==> src/hw/rtl/terminal_line_editor_top_assert.svh <==
// assertion macros shared by the line editor modules
`ifndef TERMINAL_LINE_EDITOR_TOP_ASSERT_SVH
`define TERMINAL_LINE_EDITOR_TOP_ASSERT_SVH

// condition implies consequence in the same cycle
`define TLE_ASSERT_IMPL(lbl, ante, cons) \
  lbl: assert property (@(posedge clk_i) disable iff (!rst_ni) (ante) |-> (cons)) \
    else $error("line editor assertion failed");

// condition implies consequence in the next cycle
`define TLE_ASSERT_NEXT(lbl, ante, cons) \
  lbl: assert property (@(posedge clk_i) disable iff (!rst_ni) (ante) |=> (cons)) \
    else $error("line editor assertion failed");

`endif

==> src/hw/rtl/tle_pkg.sv <==
`default_nettype none
package tle_pkg;

  // line buffer geometry
  localparam int unsigned LineMax = 64;
  localparam int unsigned AddrW   = $clog2(LineMax);
  localparam int unsigned CntW    = $clog2(LineMax + 1);

  // character codes
  localparam logic [7:0] ChBs    = 8'd8;
  localparam logic [7:0] ChLf    = 8'd10;
  localparam logic [7:0] ChCr    = 8'd13;
  localparam logic [7:0] ChKill  = 8'd21;
  localparam logic [7:0] ChSpace = 8'd32;
  localparam logic [7:0] ChDel   = 8'd127;

  // echo sequences, first byte in the low bits
  localparam logic [23:0] EchoRubout = 24'h082008;
  localparam logic [23:0] EchoCrLf   = 24'h000A0D;

  // configuration register indexes
  localparam logic CfgLineLength = 1'b0;
  localparam logic CfgEchoOn     = 1'b1;

  typedef enum logic [1:0] {
    OP_PUT,
    OP_RUB,
    OP_KILL,
    OP_END
  } op_e;

  typedef enum logic [1:0] {
    ST_IDLE,
    ST_KILL,
    ST_LRD,
    ST_LOUT
  } state_e;

  // classified request from front to back
  typedef struct packed {
    op_e        op;
    logic [7:0] ch;
    logic       eoi;
  } cmd_t;

  // one result item
  typedef struct packed {
    logic [1:0]      echo_len;
    logic [23:0]     echo_text;
    logic            line_valid;
    logic [7:0]      line_byte;
    logic [CntW-1:0] kept_count;
    logic            end_seen;
    logic            last;
  } res_t;

endpackage
`default_nettype wire

==> src/hw/rtl/terminal_line_editor_top.sv <==
// terminal line editor
// input channel: present a byte on in_byte_i (or end_of_input_i) and raise
// start_i; the request is taken at a clock edge where busy_o is low.
// a front stage classifies each byte and queues up to two requests; a back
// stage applies them to the line buffer and produces the results.
// results: res_valid_o strobes for one cycle per result with the echo and
// line fields; last_o marks the final result of a request. the receiver
// cannot hold results off, so each strobe must be taken when it appears.
// flow: a stored character or rub-out request passes the request queue and
// the back result register before its result appears; ignored bytes give
// no result; ordinary bytes sustain one per cycle while the back stage stays
// idle. kill emits one result per cycle per erased character when echo is on.
// a line end holds the back stage: one step takes the request, then a buffer
// read and an output step per delivered byte alternate in the back state machine.
// configuration: cfg_we_i writes line_length (index 0) or echo_on (index 1);
// write only while the block is idle.
// reset: buffer empty, line_length 64, echo on; buffer contents undefined.
`default_nettype none
module terminal_line_editor_top (
  input  wire logic                      clk_i,
  input  wire logic                      rst_ni,
  input  wire logic                      start_i,
  output logic                           busy_o,
  input  wire logic [7:0]                in_byte_i,
  input  wire logic                      end_of_input_i,
  input  wire logic                      cfg_we_i,
  input  wire logic                      cfg_idx_i,
  input  wire logic [6:0]                cfg_data_i,
  output logic                           res_valid_o,
  output logic [1:0]                     echo_len_o,
  output logic [23:0]                    echo_text_o,
  output logic                           line_valid_o,
  output logic [7:0]                     line_byte_o,
  output logic [tle_pkg::CntW-1:0]       kept_count_o,
  output logic                           end_seen_o,
  output logic                           last_o
);
  import tle_pkg::*;

  logic [6:0]      line_length_q;
  logic            echo_on_q;
  logic [CntW-1:0] len_eff;
  logic            cmd_valid;
  cmd_t            cmd;
  logic            cmd_pop;
  res_t            res;

  // configuration registers
  always_ff @(posedge clk_i or negedge rst_ni) begin
    if (!rst_ni) begin
      line_length_q <= 7'd64;
      echo_on_q     <= 1'b1;
    end else if (cfg_we_i) begin
      case (cfg_idx_i)
        CfgLineLength: line_length_q <= cfg_data_i;
        CfgEchoOn:     echo_on_q     <= cfg_data_i[0];
        default: ;
      endcase
    end
  end

  // clamp line length to 1..LineMax
  always_comb begin
    if (line_length_q == 7'd0) begin
      len_eff = CntW'(1);
    end else if (line_length_q > 7'(LineMax)) begin
      len_eff = CntW'(LineMax);
    end else begin
      len_eff = CntW'(line_length_q);
    end
  end

  tle_front u_front (
    .clk_i          (clk_i),
    .rst_ni         (rst_ni),
    .start_i        (start_i),
    .in_byte_i      (in_byte_i),
    .end_of_input_i (end_of_input_i),
    .busy_o         (busy_o),
    .cmd_valid_o    (cmd_valid),
    .cmd_o          (cmd),
    .cmd_pop_i      (cmd_pop)
  );

  tle_back u_back (
    .clk_i       (clk_i),
    .rst_ni      (rst_ni),
    .len_i       (len_eff),
    .echo_i      (echo_on_q),
    .cmd_valid_i (cmd_valid),
    .cmd_i       (cmd),
    .cmd_pop_o   (cmd_pop),
    .res_valid_o (res_valid_o),
    .res_o       (res)
  );

  // result fields
  assign echo_len_o   = res.echo_len;
  assign echo_text_o  = res.echo_text;
  assign line_valid_o = res.line_valid;
  assign line_byte_o  = res.line_byte;
  assign kept_count_o = res.kept_count;
  assign end_seen_o   = res.end_seen;
  assign last_o       = res.last;

endmodule
`default_nettype wire

==> src/hw/rtl/tle_front.sv <==
`default_nettype none
`include "terminal_line_editor_top_assert.svh"
module tle_front (
  input  wire logic          clk_i,
  input  wire logic          rst_ni,
  input  wire logic          start_i,
  input  wire logic [7:0]    in_byte_i,
  input  wire logic          end_of_input_i,
  output logic               busy_o,
  output logic               cmd_valid_o,
  output tle_pkg::cmd_t      cmd_o,
  input  wire logic          cmd_pop_i
);
  import tle_pkg::*;

  cmd_t       fifo_q [2];
  logic       wr_ptr_q, wr_ptr_d;
  logic       rd_ptr_q, rd_ptr_d;
  logic [1:0] cnt_q, cnt_d;
  cmd_t       cls;
  logic       cls_keep;
  logic       accept;
  logic       push;
  logic       pop;

  // classify the incoming byte
  always_comb begin
    cls.ch   = in_byte_i;
    cls.eoi  = end_of_input_i;
    cls.op   = OP_PUT;
    cls_keep = 1'b1;
    if (end_of_input_i) begin
      cls.op = OP_END;
    end else begin
      unique case (in_byte_i) inside
        ChCr, ChLf:   cls.op = OP_END;
        ChBs, ChDel:  cls.op = OP_RUB;
        ChKill:       cls.op = OP_KILL;
        default: begin
          cls.op   = OP_PUT;
          cls_keep = (in_byte_i >= ChSpace);
        end
      endcase
    end
  end

  // two entry request queue
  assign busy_o      = (cnt_q == 2'd2);
  assign accept      = start_i && !busy_o;
  assign push        = accept && cls_keep;
  assign cmd_valid_o = (cnt_q != 2'd0);
  assign pop         = cmd_pop_i && cmd_valid_o;
  assign cmd_o       = fifo_q[rd_ptr_q];

  always_comb begin
    wr_ptr_d = push ? ~wr_ptr_q : wr_ptr_q;
    rd_ptr_d = pop ? ~rd_ptr_q : rd_ptr_q;
    cnt_d    = cnt_q + {1'b0, push} - {1'b0, pop};
  end

  always_ff @(posedge clk_i or negedge rst_ni) begin
    if (!rst_ni) begin
      wr_ptr_q <= 1'b0;
      rd_ptr_q <= 1'b0;
      cnt_q    <= 2'd0;
    end else begin
      wr_ptr_q <= wr_ptr_d;
      rd_ptr_q <= rd_ptr_d;
      cnt_q    <= cnt_d;
    end
  end

  always_ff @(posedge clk_i) begin
    if (push) begin
      fifo_q[wr_ptr_q] <= cls;
    end
  end

  // queue occupancy stays within its depth
  `TLE_ASSERT_IMPL(a_fifo_depth, 1'b1, cnt_q != 2'd3)
  // a pop never happens on an empty queue
  `TLE_ASSERT_IMPL(a_fifo_pop, cmd_pop_i && cnt_q == 2'd0, !pop)

endmodule
`default_nettype wire

==> src/hw/rtl/tle_back.sv <==
`default_nettype none
`include "terminal_line_editor_top_assert.svh"
module tle_back (
  input  wire logic                      clk_i,
  input  wire logic                      rst_ni,
  input  wire logic [tle_pkg::CntW-1:0]  len_i,
  input  wire logic                      echo_i,
  input  wire logic                      cmd_valid_i,
  input  wire tle_pkg::cmd_t             cmd_i,
  output logic                           cmd_pop_o,
  output logic                           res_valid_o,
  output tle_pkg::res_t                  res_o
);
  import tle_pkg::*;

  state_e           state_q, state_d;
  logic [CntW-1:0]  cnt_q, cnt_d;
  logic [AddrW-1:0] idx_q, idx_d;
  logic [CntW-1:0]  kept_q, kept_d;
  logic             eoi_q, eoi_d;
  logic [7:0]       mem_q [LineMax];
  logic [7:0]       rd_q;
  logic             mem_we;
  res_t             res_d, res_q;
  logic             res_vld_d, res_vld_q;
  logic             line_done;
  logic             take;

  assign take      = (state_q == ST_IDLE) && cmd_valid_i;
  assign cmd_pop_o = take;
  assign line_done = ({1'b0, idx_q} == (len_i - CntW'(1)));

  // next state
  always_comb begin
    state_d = state_q;
    unique case (state_q)
      ST_IDLE: begin
        if (take) begin
          if (cmd_i.op == OP_END) begin
            state_d = ST_LRD;
          end else if (cmd_i.op == OP_KILL && cnt_q != '0 && echo_i) begin
            state_d = ST_KILL;
          end
        end
      end
      ST_KILL: begin
        if (cnt_q == CntW'(1)) begin
          state_d = ST_IDLE;
        end
      end
      ST_LRD:  state_d = ST_LOUT;
      ST_LOUT: state_d = line_done ? ST_IDLE : ST_LRD;
      default: state_d = ST_IDLE;
    endcase
  end

  // datapath and result outputs
  always_comb begin
    cnt_d     = cnt_q;
    idx_d     = idx_q;
    kept_d    = kept_q;
    eoi_d     = eoi_q;
    mem_we    = 1'b0;
    res_vld_d = 1'b0;
    res_d     = '0;
    unique case (state_q)
      ST_IDLE: begin
        if (take) begin
          unique case (cmd_i.op)
            OP_PUT: begin
              if (cnt_q < len_i) begin
                mem_we = 1'b1;
                cnt_d  = cnt_q + CntW'(1);
                if (echo_i) begin
                  res_vld_d       = 1'b1;
                  res_d.echo_len  = 2'd1;
                  res_d.echo_text = {16'h0000, cmd_i.ch};
                  res_d.last      = 1'b1;
                end
              end
            end
            OP_RUB: begin
              if (cnt_q != '0) begin
                cnt_d = cnt_q - CntW'(1);
                if (echo_i) begin
                  res_vld_d       = 1'b1;
                  res_d.echo_len  = 2'd3;
                  res_d.echo_text = EchoRubout;
                  res_d.last      = 1'b1;
                end
              end
            end
            OP_KILL: begin
              if (!echo_i) begin
                cnt_d = '0;
              end
            end
            OP_END: begin
              kept_d = (cnt_q < len_i) ? cnt_q : len_i;
              eoi_d  = cmd_i.eoi;
              idx_d  = '0;
            end
            default: ;
          endcase
        end
      end
      ST_KILL: begin
        cnt_d           = cnt_q - CntW'(1);
        res_vld_d       = 1'b1;
        res_d.echo_len  = 2'd3;
        res_d.echo_text = EchoRubout;
        res_d.last      = (cnt_q == CntW'(1));
      end
      ST_LRD: ;
      ST_LOUT: begin
        res_vld_d        = 1'b1;
        res_d.line_valid = 1'b1;
        res_d.line_byte  = ({1'b0, idx_q} < kept_q) ? rd_q : ChSpace;
        res_d.kept_count = kept_q;
        res_d.end_seen   = eoi_q;
        res_d.last       = line_done;
        if (idx_q == '0 && echo_i) begin
          res_d.echo_len  = 2'd2;
          res_d.echo_text = EchoCrLf;
        end
        if (line_done) begin
          cnt_d = '0;
        end else begin
          idx_d = idx_q + AddrW'(1);
        end
      end
      default: ;
    endcase
  end

  // control registers
  always_ff @(posedge clk_i or negedge rst_ni) begin
    if (!rst_ni) begin
      state_q   <= ST_IDLE;
      cnt_q     <= '0;
      idx_q     <= '0;
      kept_q    <= '0;
      eoi_q     <= 1'b0;
      res_vld_q <= 1'b0;
    end else begin
      state_q   <= state_d;
      cnt_q     <= cnt_d;
      idx_q     <= idx_d;
      kept_q    <= kept_d;
      eoi_q     <= eoi_d;
      res_vld_q <= res_vld_d;
    end
  end

  // result payload register
  always_ff @(posedge clk_i) begin
    res_q <= res_d;
  end

  // line buffer, one write and one registered read
  always_ff @(posedge clk_i) begin
    if (mem_we) begin
      mem_q[cnt_q[AddrW-1:0]] <= cmd_i.ch;
    end
    rd_q <= mem_q[idx_q];
  end

  assign res_valid_o = res_vld_q;
  assign res_o       = res_q;

  // character count never passes the buffer size
  `TLE_ASSERT_IMPL(a_cnt_max, 1'b1, cnt_q <= CntW'(LineMax))
  // kill echo only runs with characters left
  `TLE_ASSERT_IMPL(a_kill_cnt, state_q == ST_KILL, cnt_q != '0)
  // the last line byte empties the buffer and returns to idle
  `TLE_ASSERT_NEXT(a_line_end, state_q == ST_LOUT && line_done,
                   state_q == ST_IDLE && cnt_q == '0)

endmodule
`default_nettype wire
==> config.mk <==
export PLATFORM = sky130hd
export DESIGN_NAME = terminal_line_editor_top
export DESIGN_NICKNAME = d
export VERILOG_FILES = /design/src/hw/rtl/tle_pkg.sv /design/src/hw/rtl/terminal_line_editor_top.sv /design/src/hw/rtl/tle_front.sv /design/src/hw/rtl/tle_back.sv
export VERILOG_INCLUDE_DIRS = /design/src /design/src/hw/rtl
export SDC_FILE = /design/constraint.sdc
export NUM_CORES = 1
export LEC_CHECK = 0
export ABC_AREA = 1
export BUFFER_PORTS_ARGS = -buffer_cell sky130_fd_sc_hd__buf_4
export CAP_MARGIN = 20
export CORE_ASPECT_RATIO = 1.4
export CORE_MARGIN = 2
export CORE_UTILIZATION = 30
export CTS_CLUSTER_DIAMETER = 80
export DETAILED_ROUTE_END_ITERATION = 6
export GPL_TIMING_DRIVEN = 0
export HOLD_SLACK_MARGIN = 0.08
export PLACE_DENSITY = 0.42
export SYNTH_ARGS = -nofsm -noshare
export SYNTH_HDL_FRONTEND = slang
export SYNTH_SLANG_ARGS = --single-unit
==> constraint.sdc <==
create_clock -name clk_i -period 3.8 [get_ports clk_i]
set_input_delay 0.19 -clock clk_i [delete_from_list [all_inputs] [get_ports clk_i]]
set_output_delay 0.19 -clock clk_i [all_outputs]
set_load 0.01 [all_outputs]
Word-level counts from Yosys, hierarchy flattened. Memory sizes are Yosys's and may differ from the RTL's. A register that Yosys moved wholly into a read port is not among the register bits. Index checks and enable logic that the tools add are counted.

Flip-flop bits (word level): 80. RAM bits: 534. Bits of input ports: 21. Output and inout port bits: 46. Word-level logic and storage cells: 134. Memories: 2.

Memory list: u_back.mem_q (words 64, width 8, rd ports 1, clocked after memory_dff 1, wr ports 1, RTL line tle_back.sv:21) `logic [7:0] mem_q [LineMax];`; u_front.fifo_q (words 2, width 11, rd ports 1, clocked after memory_dff 0, wr ports 1, RTL line tle_front.sv:16) `cmd_t fifo_q [2];`.

Add/subtract/negate cells: 6. $lt $le $gt $ge: 4. Eq/ne operators: 24. Muxes and demuxes: 49. Bitwise gates (word level): 3. Reductions and logical operators: 27.

Operators by type and width (count): 2-to-1 mux 26 bit (5); case mux 26 bit (3 select lines) (1); 2-to-1 mux 7 bit (8); case mux 26 bit (2 select lines) (1); case mux 7 bit (3 select lines) (2); 2-to-1 mux 25 bit (1); equality test 8 x 4 -> 1 bit, second input constant (3); 2-to-1 mux 6 bit (3); 2-to-1 mux 17 bit (1); 2-to-1 mux 1 bit (14); subtractor 7 x 1 -> 7 bit, second input constant (2); 2-to-1 mux 2 bit (6); inequality test 3 bit, second input constant (4); case mux 6 bit (2 select lines) (1); equality test 2 bit, second input constant (5); equality test 8 x 5 -> 1 bit, second input constant (1); equality test 8 x 7 -> 1 bit, second input constant (1); greater-or-equal comparator 8 x 6 -> 1 bit, second input constant (1); 2-to-1 mux 8 bit (1); case mux 2 bit (4 select lines) (1); adder 7 x 1 -> 7 bit, second input constant (1); equality test 6 x 7 -> 1 bit (1); equality test 7 x 1 -> 1 bit, second input constant (1); greater-than comparator 7 bit, second input constant (1); other kinds (27) (47).

Logic depth before layout (Yosys ltp).
Word-level depth: 10. Mapped depth: 16. Depth with buffers taken out: 16.

Hierarchy. A second synthesis with hierarchy kept.

Cell total of the unflattened synthesis: 2294. Area, all modules: 25602.1 um^2.

Modules (own cells, without submodules): tle_back (instances 1, cells each 2118, area each 23954.2 um^2, sequential area each 16736.1 um^2); tle_front (instances 1, cells each 126, area each 1248.7 um^2, sequential area each 760.7 um^2); terminal_line_editor_top (instances 1, cells each 50, area each 399.1 um^2, sequential area each 202.7 um^2).

Worst setup path after synthesis. OpenSTA, ideal clock, no wires.

Kind: flip-flop to flip-flop. From: reg line_length_q[6]. To: mem u_back.mem_q[8][0], enable pin. Setup time: 0.395 ns. Data arrival time: 2.723 ns. Data required time: 3.405 ns. Slack: 0.682 ns. Stages on the path, launching flop included: 12. Buffers on the path: 1. Period minus slack after synthesis: 3.118 ns. Path through: dfstp_2 -> clkinv_4 -> nand2_1 -> ha_1 -> a21oi_1 -> nor2_1 -> a211oi_1 -> nand2_4 -> inv_4 -> nand3_2 -> buf_6 -> nor4_1.

Cells in the longest elaborated chain, start to end: 10. Elaborated cells on any way between the ends: 11. Those cells by class: order compare (2); mux (8); reduce/logical (1).

RTL lines: start, declared (RTL line terminal_line_editor_top.sv:40) `logic [6:0] line_length_q;`; start signal, assigned (RTL line terminal_line_editor_top.sv:55) `CfgLineLength: line_length_q <= cfg_data_i;`; greater-than comparator 7 bit (RTL line terminal_line_editor_top.sv:66) `end else if (line_length_q > 7'(LineMax)) begin`; 2-to-1 mux 7 bit (RTL line terminal_line_editor_top.sv:66); 2-to-1 mux 7 bit * (RTL line terminal_line_editor_top.sv:64) `if (line_length_q == 7'd0) begin`; < comparator 7 bit * (RTL line tle_back.sv:71) `if (cnt_q < len_i) begin`; 2-to-1 mux 1 bit * (RTL line tle_back.sv:71); 2-to-1 mux 1 bit * (RTL line tle_back.sv:69) `unique case (cmd_i.op)`; 2-to-1 mux 1 bit * (RTL line tle_back.sv:68) `if (take) begin`; 2-to-1 mux 1 bit * (RTL line tle_back.sv:66) `unique case (state_q)`; 2-to-1 mux 1 bit * (RTL line tle_back.sv:162) `if (mem_we) begin`; 2-to-1 mux 1 bit (implied by the code) * (RTL line tle_back.sv:163) `mem_q[cnt_q[AddrW-1:0]] <= cmd_i.ch;`; end, declared (RTL line tle_back.sv:21).

Mark *: on every way between the ends. The rest lies on a longest branch, timed or not.

Worst setup path after layout.
From: reg line_length_q[6]. To: mem u_back.mem_q[11][3], enable pin.

The elaborated chain is that of the path after synthesis.

==> flow_metrics.tcl <==
set metrics [dict create \
    fmax_mhz 262 \
    portBuffers 54 \
    synth_cell_type_count 53 \
    synthCells 2078 \
    fin_crit_ns 3.81 \
    combPwrFrac_pct 29.2 \
    relSlewSlack_pct 27.7 \
    rsz0062_at_grt "true" \
    synth_most_common_cell "edfxtp_1" \
    critPathLaunchType "register" \
    hold_violations 0 \
    diodes 0 \
    synthesis.area_mm2 0.0249 \
    crit_path_end_kind "register" \
    ys_warn_count 0 \
    slew_viol_final 0 \
    vias 17710 \
    die_x_um 247 \
    min_path_type "in -> reg" \
    yosysSeqAreaShare_pct 71.1 \
    start_util_pct 30.1 \
    layout.nets 2295 \
    clock_path_buffers 3 \
    grt_pass1_wl_um 131000 \
    tightestPinTransition_ns 1.09 \
    syn2layout_area_growth_pct 17.7 \
    synth_top_area_share_pct 64.4 \
    r2r_start "line_length_q[6]$_DFFE_PN1P_" \
    synth_commonest_cells "534 x edfxtp_1, 386 x nor2_1, 275 x o21ai_0" \
    crit_start "line_length_q[6]$_DFFE_PN1P_" \
    cts_setup_buffers 0 \
    path_class "reg -> reg" \
    seqPwrFrac_pct 41.9 \
    htree_levels 2 \
    globalplace.congestion 0.929 \
    grt_start_max_net_pins 66 \
    final_util_pct 35.5 \
    path_max_fanout 10 \
    pre_cts_slack_ns -0.180 \
    violations "setup timing" \
    critPathArrivalTime_ns 4.07 \
    yosysTopAreaCell "edfxtp_1" \
    fp.dieH_um 345 \
    syn_avg_cell_area_um2 12.0 \
    synth_ff_type "edfxtp_1" \
    grt.overflow.total 0 \
    routedWlPerCell_um 27.6 \
    die_area_mm2 0.0853 \
    post-route-period-util_pct 100 \
    io_pins 67 \
    firstDrtPassIters 5 \
    wirelength_um 93300 \
    cts.clk_slew.worst_paths_ns 0.06 \
    vdd_drop_max_uv 826 \
    clock_latency_ns 0.66 \
    clkPwrFrac_pct 28.9 \
    p_total_w 0.0205 \
    drcViolationCount 0 \
    setup_violations 5 \
    leakage_nw 10.1 \
    async_flop_share_pct 5.92 \
    cell_internal_pwr_w 0.0130 \
    nFillCells 8214 \
    hold_path_startpoint "cfg_idx_i" \
    grt_usage_pct 21.8 \
    dp_hpwl_um 65300 \
    grt_pass1_vias 17486 \
    via_per_inst 5.24 \
    drive_above_1_share_pct 12.3 \
    synth_edf_count 534 \
    ys_ff_latch 608 \
    synth.area.top_cells "edfxtp_1 64%, nor2_1 5.8%, o21ai_0 5.5%" \
    status "finished, violations left" \
    maxCapViolations 0 \
    fin_skew_ns 0.0418 \
    switching_share_pct 36.4 \
    clockRootBuffer "clkbuf_16" \
    clkSinkCount 608 \
    p_sw_w 0.00744 \
    antenna_found_initial 6 \
    drt_iter0_drc 1612 \
    cts_tree "yes" \
    num_rows 125 \
    finalWorstSetupSlack_ns -0.0148 \
    core_area_mm2 0.0826 \
    cts_buffers 59 \
    drtAntennaViolNets 0 \
    power_density_mw_per_mm2 698 \
    crit_required_ns 4.06 \
]
## cells by family after synthesis
logic type               count (synthesis)  share of synthesized area (%)
other                                    1                         0.0151
AND/OR/NAND/NOR                        736                           12.3
multiplexers                             5                          0.226
flip-flops                             608                           71.1
AO/OA/AOI/OAI                          478                           11.2
buffers and inverters                  214                           3.59
adder cells (fa/ha/maj)                 23                           1.16
XOR/XNOR                                13                          0.457
## metrics by stage
stage | cells | hold WS (ns) | instance area [µm²] | TNS (ns)
after floorplan | 2089 | -0.106 | 24900 | 0
after global placement | 3222 | 0.209 | 26700 | -27.06
after detailed placement | 3243 | 0.206 | 27000 | -6.52
after CTS | 3376 | 0.142 | 29200 | -4.72
after global routing | 3378 | 0.183 | 29300 | -24.44
final | 3378 | 0.173 | 29300 | -0.0709
## area by class of cell
cell class	count	area, µm²	area share (%)
flip-flops and latches	608	17700	60.4
multi-input cells	1267	6490	22.1
clock buffers	83	1670	5.71
well taps	1079	1350	4.61
repair buffers	101	955	3.26
plain buffers	131	574	1.96
inverters	83	319	1.09
clock inverters	26	241	0.824
## layer usage
metal	up-vias	wire length [µm]	track usage (%)
met5	-	26	0
met4	4	4880	10.5
met3	199	4730	2.95
met2	583	47500	38.5
met1	9042	36200	26.1
li1	7882	-	-
## worst paths after layout
check | slack [ns] | cells past startpoint | end
min reg2reg | 0.42 | 2 | u_back.res_o[15]$_SDFF_PN0_
max in group asynchronous | 2.96 | 4 | u_back.eoi_q$_DFFE_PN0P_
max | -0.01 | 13 | u_back.mem_q[11][3]$_DFFE_PP_
min in group asynchronous | 0.62 | 4 | u_back.kept_q[6]$_DFFE_PN0P_
max reg2reg | -0.01 | 13 | u_back.mem_q[11][3]$_DFFE_PP_
min | 0.17 | 4 | line_length_q[1]$_DFFE_PN0P_
## sequential cells by signal, indices dropped and copies added (netlist names)
| signal | count |
|---|---|
| u_back.mem_q | 512 |
| u_back.res_o | 30 |
| u_front.fifo_q | 22 |
| u_back.rd_q | 8 |
| line_length_q | 7 |
| u_back.cnt_q | 7 |
| u_back.kept_q | 7 |
| u_back.idx_q | 6 |
| u_back.state_q | 2 |
| u_front.cnt_q | 2 |
| echo_on_q | 1 |
| u_back.eoi_q | 1 |
| u_back.res_valid_o | 1 |
| u_front.rd_ptr_q | 1 |
| u_front.wr_ptr_q | 1 |
## placed cells by master, fill, tap and decap left out, types with 24 or more instances in the layout
| cell type | n |
|---|---|
| edfxtp_1 | 534 |
| nor2_1 | 354 |
| o21ai_0 | 275 |
| nand2_1 | 180 |
| clkbuf_1 | 105 |
| nand3_1 | 102 |
| o22ai_1 | 87 |
| inv_1 | 76 |
| buf_4 | 71 |
| clkbuf_16 | 61 |
| o221ai_1 | 46 |
| dfxtp_1 | 38 |
| nor2_2 | 34 |
| dfrtp_1 | 34 |
| a21oi_1 | 30 |
| o211ai_1 | 24 |
## critical path, cell delays in order, from the launching register on
cell and delay (ns):
dfstp_2 0.58, clkinv_4 0.11, nand2_1 0.18, ha_1 0.28, a21oi_1 0.14, nor2_1 0.05
a211oi_1 0.32, nand2_4 0.14, inv_4 0.12, nand3_2 0.15, buf_6 0.21, nor2_4 0.10
nand3_2 0.27, nor2_1 0.79
## power by group through the flow
stage	Combinational, W	Clock, W	Sequential [W]
final	0.00597	0.00592	0.00857
after global routing	0.00637	0.00625	0.00859
after CTS	0.00595	0.00602	0.00857
after detailed placement	0.00591	0	0.00871
after global placement	0.00566	0	0.00888
after floorplan	0.00291	0	0.00874
## timing repair
item                       CTS  global route
setup endpoints to repair  109           301
resized for setup           12            21
hold buffers                24             0
hold endpoints to repair    68             0
No activity file was read; power rests on OpenSTA's default activity.
